## config.mk

```make
export PLATFORM = sky130hd
export DESIGN_NAME = top_three_slowest_selector_core_flat
export DESIGN_NICKNAME = d
export VERILOG_FILES = /design/src/sv/tts_pkg.sv /design/src/sv/tts_if.sv /design/src/sv/tts_rank_list.sv /design/src/sv/top_three_slowest_selector_core.sv /design/src/flat_wrapper.sv
export SDC_FILE = /design/constraint.sdc
export NUM_CORES = 1
export LEC_CHECK = 0
export ABC_AREA = 1
export CAP_MARGIN = 20
export CORE_MARGIN = 2
export CORE_UTILIZATION = 40
export DETAILED_ROUTE_END_ITERATION = 10
export DONT_BUFFER_PORTS = 1
export GPL_ROUTABILITY_DRIVEN = 0
export HOLD_SLACK_MARGIN = 0.08
export PLACE_DENSITY = 0.62
export SYNTH_ARGS = -nofsm -noshare
export SYNTH_HDL_FRONTEND = slang
export SYNTH_HIERARCHICAL = 1
export SYNTH_SLANG_ARGS = --single-unit
```

## constraint.sdc

```tcl
create_clock -name i_clk -period 3.45 [get_ports i_clk]
set_input_delay 1.035 -clock i_clk [delete_from_list [all_inputs] [get_ports i_clk]]
set_output_delay 1.035 -clock i_clk [all_outputs]
set_load 0.05 [all_outputs]
```

## src/sv/tts_pkg.sv

```systemverilog
// Shared types and constants of the top-three slowest node selector.
`timescale 1ns / 1ps

package tts_pkg;

    localparam int NODE_COUNT = 32;
    localparam int TOP_COUNT  = 3;
    localparam int IDX_W      = 5;
    localparam int TIME_W     = 16;
    localparam int RANK_W     = 15;

    // One incoming item as held in the input register
    typedef struct packed {
        logic [IDX_W-1:0]         node_index;
        logic signed [TIME_W-1:0] beat_time;
        logic                     present;
        logic                     last;
    } t_item;

    // Item step handed to the rank list: valid strobe plus payload
    typedef struct packed {
        logic  valid;
        t_item item;
    } t_step;

    // One slot of the rank list; an empty slot holds index 0 and time 0
    typedef struct packed {
        logic [IDX_W-1:0]  index;
        logic [RANK_W-1:0] rtime;
    } t_entry;

    typedef t_entry [TOP_COUNT-1:0] t_ranks;

endpackage

```

## src/sv/tts_if.sv

```systemverilog
// Stream channel interfaces for node items and ranking results.
`timescale 1ns / 1ps

interface tts_in_if;
    logic                              valid;
    logic                              ready;
    logic [tts_pkg::IDX_W-1:0]         node_index;
    logic signed [tts_pkg::TIME_W-1:0] beat_time;
    logic                              present;
    logic                              last;

    modport source (output valid, node_index, beat_time, present, last, input ready);
    modport sink   (input valid, node_index, beat_time, present, last, output ready);
endinterface

interface tts_out_if;
    logic                       valid;
    logic                       ready;
    logic [tts_pkg::IDX_W-1:0]  first_index;
    logic [tts_pkg::RANK_W-1:0] first_time;
    logic [tts_pkg::IDX_W-1:0]  second_index;
    logic [tts_pkg::RANK_W-1:0] second_time;
    logic [tts_pkg::IDX_W-1:0]  third_index;
    logic [tts_pkg::RANK_W-1:0] third_time;

    modport source (output valid, first_index, first_time, second_index, second_time,
                    third_index, third_time, input ready);
    modport sink   (input valid, first_index, first_time, second_index, second_time,
                    third_index, third_time, output ready);
endinterface

```

## src/sv/tts_rank_list.sv

```systemverilog
// Sorted list of the three largest times with insert and clear on last.
`timescale 1ns / 1ps

module tts_rank_list (
    input  logic           i_clk,
    input  logic           i_rst_n,
    input  tts_pkg::t_step i_step,
    output tts_pkg::t_ranks o_next
);

    tts_pkg::t_ranks                r_ranks;
    tts_pkg::t_ranks                n_ranks;
    logic [tts_pkg::TOP_COUNT-1:0]  gt;
    logic                           take;
    tts_pkg::t_entry                new_entry;

    // Qualify the item: present and a node index inside the node count
    assign take = i_step.valid && i_step.item.present &&
                  ({1'b0, i_step.item.node_index} <
                   (tts_pkg::IDX_W + 1)'(tts_pkg::NODE_COUNT));

    assign new_entry.index = i_step.item.node_index;
    assign new_entry.rtime = i_step.item.beat_time[tts_pkg::RANK_W-1:0];

    // Compare against every slot; strictly greater, so ties keep the older node
    always_comb begin
        for (int k = 0; k < tts_pkg::TOP_COUNT; k++) begin
            gt[k] = take &&
                    (i_step.item.beat_time > $signed({1'b0, r_ranks[k].rtime}));
        end
    end

    // Insert at the first slot exceeded and shift the lower slots down
    always_comb begin
        o_next = r_ranks;
        for (int k = 0; k < tts_pkg::TOP_COUNT; k++) begin
            if (k == 0) begin
                if (gt[k]) begin
                    o_next[k] = new_entry;
                end
            end else if (gt[k-1]) begin
                o_next[k] = r_ranks[k-1];
            end else if (gt[k]) begin
                o_next[k] = new_entry;
            end
        end
    end

    // Clear the list once a round closes
    always_comb begin
        n_ranks = o_next;
        if (i_step.valid && i_step.item.last) begin
            n_ranks = '0;
        end
    end

    always_ff @(posedge i_clk) begin
        if (!i_rst_n) begin
            r_ranks <= '0;
        end else if (i_step.valid) begin
            r_ranks <= n_ranks;
        end
    end

endmodule

```

## src/sv/top_three_slowest_selector_core.sv

```systemverilog
// Top level of the top-three slowest node selector.
//
// Usage: stream one item per node on i_in (node_index, beat_time, present, last).
// Present items with an index below the node count and a positive time compete
// for a sorted list of the three largest times; equal times keep the earlier node.
// The item that carries last closes the round: one result on o_out gives the
// three index/time pairs, largest first, with 0/0 for slots left empty, and
// the list is cleared for the next round.
// An item is registered at the input register and then applied to the rank list;
// a round's result is registered in the result register as its last item is applied.
// Throughput: one item per cycle while no last item waits on a held result; the
// rank list compares and shifts between the input and result registers.
// Stall: while o_out waits, items without last keep flowing; a last item waits
// in the input register until the result register frees.
// Reset (i_rst_n low, synchronous): empties both registers and the rank list.
`timescale 1ns / 1ps

module top_three_slowest_selector_core (
    input  logic        i_clk,
    input  logic        i_rst_n,
    tts_in_if.sink      i_in,
    tts_out_if.source   o_out
);

    logic            r_in_valid;
    tts_pkg::t_item  r_in;
    logic            r_out_valid;
    tts_pkg::t_ranks r_out;
    logic            advance;
    tts_pkg::t_step  step;
    tts_pkg::t_ranks next_ranks;

    // Advance the held item unless it closes a round and the result is still held
    assign advance = r_in_valid && (!r_in.last || !r_out_valid || o_out.ready);
    assign i_in.ready = !r_in_valid || advance;

    // Hold the input item
    always_ff @(posedge i_clk) begin
        if (!i_rst_n) begin
            r_in_valid <= 1'b0;
        end else if (i_in.ready) begin
            r_in_valid <= i_in.valid;
        end
    end

    always_ff @(posedge i_clk) begin
        if (i_in.valid && i_in.ready) begin
            r_in.node_index <= i_in.node_index;
            r_in.beat_time  <= i_in.beat_time;
            r_in.present    <= i_in.present;
            r_in.last       <= i_in.last;
        end
    end

    assign step.valid = advance;
    assign step.item  = r_in;

    tts_rank_list u_rank_list (
        .i_clk   (i_clk),
        .i_rst_n (i_rst_n),
        .i_step  (step),
        .o_next  (next_ranks)
    );

    // Capture the result when a round closes; drop it once taken
    always_ff @(posedge i_clk) begin
        if (!i_rst_n) begin
            r_out_valid <= 1'b0;
        end else if (advance && r_in.last) begin
            r_out_valid <= 1'b1;
        end else if (o_out.ready) begin
            r_out_valid <= 1'b0;
        end
    end

    always_ff @(posedge i_clk) begin
        if (advance && r_in.last) begin
            r_out <= next_ranks;
        end
    end

    assign o_out.valid        = r_out_valid;
    assign o_out.first_index  = r_out[0].index;
    assign o_out.first_time   = r_out[0].rtime;
    assign o_out.second_index = r_out[1].index;
    assign o_out.second_time  = r_out[1].rtime;
    assign o_out.third_index  = r_out[2].index;
    assign o_out.third_time   = r_out[2].rtime;

endmodule
```

## src/flat_wrapper.sv

```systemverilog
// flat-port wrapper written by rule: the top's interface ports become plain ports
module top_three_slowest_selector_core_flat 
  (i_clk, i_rst_n, i_in_valid, i_in_node_index, i_in_beat_time, i_in_present, i_in_last, i_in_ready, o_out_valid, o_out_first_index, o_out_first_time, o_out_second_index, o_out_second_time, o_out_third_index, o_out_third_time, o_out_ready);
  tts_in_if i_in_i ();
  tts_out_if o_out_i ();
  input  logic i_clk;
  input  logic i_rst_n;
  input wire logic [$bits(i_in_i.valid)-1:0] i_in_valid;
  input wire logic [$bits(i_in_i.node_index)-1:0] i_in_node_index;
  input wire logic [$bits(i_in_i.beat_time)-1:0] i_in_beat_time;
  input wire logic [$bits(i_in_i.present)-1:0] i_in_present;
  input wire logic [$bits(i_in_i.last)-1:0] i_in_last;
  output wire logic [$bits(i_in_i.ready)-1:0] i_in_ready;
  output wire logic [$bits(o_out_i.valid)-1:0] o_out_valid;
  output wire logic [$bits(o_out_i.first_index)-1:0] o_out_first_index;
  output wire logic [$bits(o_out_i.first_time)-1:0] o_out_first_time;
  output wire logic [$bits(o_out_i.second_index)-1:0] o_out_second_index;
  output wire logic [$bits(o_out_i.second_time)-1:0] o_out_second_time;
  output wire logic [$bits(o_out_i.third_index)-1:0] o_out_third_index;
  output wire logic [$bits(o_out_i.third_time)-1:0] o_out_third_time;
  input wire logic [$bits(o_out_i.ready)-1:0] o_out_ready;
  assign i_in_i.valid = i_in_valid;
  assign i_in_i.node_index = i_in_node_index;
  assign i_in_i.beat_time = i_in_beat_time;
  assign i_in_i.present = i_in_present;
  assign i_in_i.last = i_in_last;
  assign i_in_ready = i_in_i.ready;
  assign o_out_valid = o_out_i.valid;
  assign o_out_first_index = o_out_i.first_index;
  assign o_out_first_time = o_out_i.first_time;
  assign o_out_second_index = o_out_i.second_index;
  assign o_out_second_time = o_out_i.second_time;
  assign o_out_third_index = o_out_i.third_index;
  assign o_out_third_time = o_out_i.third_time;
  assign o_out_i.ready = o_out_ready;
  top_three_slowest_selector_core u_core (.i_clk(i_clk), .i_rst_n(i_rst_n), .i_in(i_in_i), .o_out(o_out_i));
endmodule
```

==> impl_metrics.tcl <==
set metrics [dict create \
    dpl.cell_count 994 \
    p_total_uw 4120 \
    ys_types 29 \
    end_kind "output port" \
    leakage_uw 0.00310 \
    grt_first_pass_wirelength_mm 25.6 \
    ys_warn_count 6 \
    drt_iter0_markers 468 \
    max_freq_mhz 372 \
    hold_class "reg -> reg" \
    dieWidth_um 136 \
    cts_buffer_depth 2 \
    die_h_um 136 \
    min_period_ns 2.69 \
    grt_pass1_vias 4830 \
    syn_area_um2 6980 \
    rsz0062_at_grt "false" \
    place.port_buffers 0 \
    wl_per_cell_um 15.4 \
    synth_nets 865 \
    netlist_instances 793 \
    wl_mm 15.7 \
    cts_tree "done" \
    core_um2 17200 \
    holdBufCountCts 0 \
    clock_latency_ns 0.43 \
    post_drt_via_cell_ratio 4.94 \
    drv_cap 0 \
    syn_to_final_growth_pct 11.0 \
    ys_seq_area_share_pct 53.5 \
    power.internal_uw 3120 \
    grt_util_met2_pct 26.8 \
    path_cells "nand4_2" \
    worstPathArrival_ns 1.65 \
    setup_tns_ns 0 \
    ys_ff_latch 145 \
    firstDrtPassIters 4 \
    maxSlewHeadroom_pct 33.6 \
    hold_viol 0 \
    finalCritPeriodShare_pct 77.9 \
    floorplan.die_area_um2 18500 \
    stdcell_count 1025 \
    rows 48 \
    slew_viol_final 0 \
    track_usage_pct 18.2 \
    tightest_slew_ns 0.994 \
    clkSlewWorstSetupHoldPaths_ns 0.06 \
    combPwrFrac_pct 7.1 \
    vias 5065 \
    start_util_pct 40.6 \
    hpwl_mm 10.6 \
    critPathSlowestCell "dfxtp_1" \
    grt_remaining_overflow 0 \
    grt_max_degree 61 \
    crit_family "flip-flops" \
    final_cell_mix "205 x nand2_1, 126 x nand3_1, 83 x edfxtp_1" \
    cts_root_buf "clkbuf_16" \
    postCtsSetupBuffers 0 \
    worstPathMaxFanout 4 \
    grt.met1_usage_pct 25.5 \
    powerDensity_nw_per_um2 532 \
    ctsResizeCount 0 \
    cts_sinks 145 \
    path_buf_inv 0 \
    final-setup-viol-count 0 \
    num_io_pins 89 \
    swShare_pct 24.4 \
    status "complete, no violations" \
    switchingPower_uw 1010 \
    avgSynthCellArea_um2 8.80 \
    met3_usage_pct 4.66 \
    pwr-share-seq_pct 48.9 \
    ir_worst_vdd_mv 0.306 \
    gr-max-usage-layer "met2" \
    layout_commonest_cell "nand2_1" \
    finClkSkew_ns 0.00885 \
    worstPathRequired_ns 2.41 \
    drc 0 \
    drive_gt1_share_pct 6.38 \
    final_antenna_net_count 0 \
    critPathKind "reg -> out" \
    cts_made_buffers 17 \
    final_nets 860 \
    diodes 0 \
    cp-start-kind "flip-flop" \
    htreeDepth 4 \
    p_clk_share_pct 44.0 \
    slowest_delay_ns 0.70 \
    fillers 1727 \
    antenna_found_initial 0 \
]
[area by class of cell]
cell class	count	area, um2	area share (%)
sequential	145	3730	48.2
multi-input combinational	538	2770	35.7
clock buffer	17	425	5.49
tap	225	282	3.63
inverter	74	278	3.58
clock inverter	14	148	1.90
timing repair buffer	12	115	1.48
[power by group through the flow]
stage | Clock (uW) | Sequential [uW] | Combinational [uW]
after floorplan | 0 | 2030 | 233
after global placement | 0 | 2060 | 289
after detailed placement | 0 | 2050 | 294
after CTS | 1850 | 2020 | 296
after global routing | 1910 | 2030 | 344
final | 1810 | 2020 | 292
[cells by family after synthesis]
logic type	count (synthesis)	share of synthesized area, %
compound gates	29	2.29
simple gates	464	29.3
fa+ha+maj	45	8.06
buf+inv	110	6.86
flops	145	53.5
[state kept, by name (all words and copies together) (netlist names)]
signal,count
u_core/r_in,23
u_core/r_in_valid,1
u_core/o_out.valid,1
u_core/o_out.first_time,15
u_core/o_out.first_index,5
u_core/o_out.second_index,5
u_core/o_out.third_index,5
u_core/u_rank_list/r_ranks,60
u_core/o_out.second_time,15
u_core/o_out.third_time,15
[synthesized netlist by cell type, drive strengths merged]
| master | n | area [um2] |
|---|---|---|
| inv | 72 | 270 |
| a31oi | 1 | 6.26 |
| a21o | 2 | 15.0 |
| a21oi | 19 | 98.9 |
| o21ai | 5 | 25.0 |
| clkbuf | 8 | 30.0 |
| edfxtp | 83 | 2490 |
| buf | 28 | 171 |
| nand2 | 209 | 792 |
| or2 | 6 | 37.5 |
| nor3 | 2 | 10.0 |
| clkinv | 2 | 7.51 |
| o21bai | 1 | 7.51 |
| nand4 | 4 | 31.3 |
| ha | 45 | 563 |
| dfxtp | 62 | 1240 |
| o21a | 1 | 7.51 |
| and2 | 40 | 250 |
| nand3 | 126 | 631 |
| nor2 | 77 | 294 |
[metrics by stage]
stage	cell area, um2	utilization [%]	hold WS [ns]	worst slack, ns
after floorplan	6980	-	0.516	0.638
after global placement	7180	41.8	0.540	0.529
after detailed placement	7180	41.8	0.532	0.515
after CTS	7750	45.1	0.544	0.732
after global routing	7750	45.1	0.575	0.546
final	7750	45.1	0.545	0.763
[routing by layer]
layer  part of all wire (%)  wire, um
met1                     49      7670
met2                     44      6930
met3                    5.6       885
met4                    1.7       263
met5                      0         0
[final timing paths]
check                                 startpoint                              to  slack, ns  cells after the start
setup / recovery              u_core/o_out.valid                      i_in_ready       0.76                      1
hold / removal    u_core/u_rank_list/r_ranks[12]  u_core/u_rank_list/r_ranks[12]       0.54                      4
setup reg to reg                  u_core/r_in[8]     u_core/o_out.second_time[2]       0.80                     10
hold reg to reg   u_core/u_rank_list/r_ranks[12]  u_core/u_rank_list/r_ranks[12]       0.54                      4
Note: power is estimated with default switching activity, not from simulation.
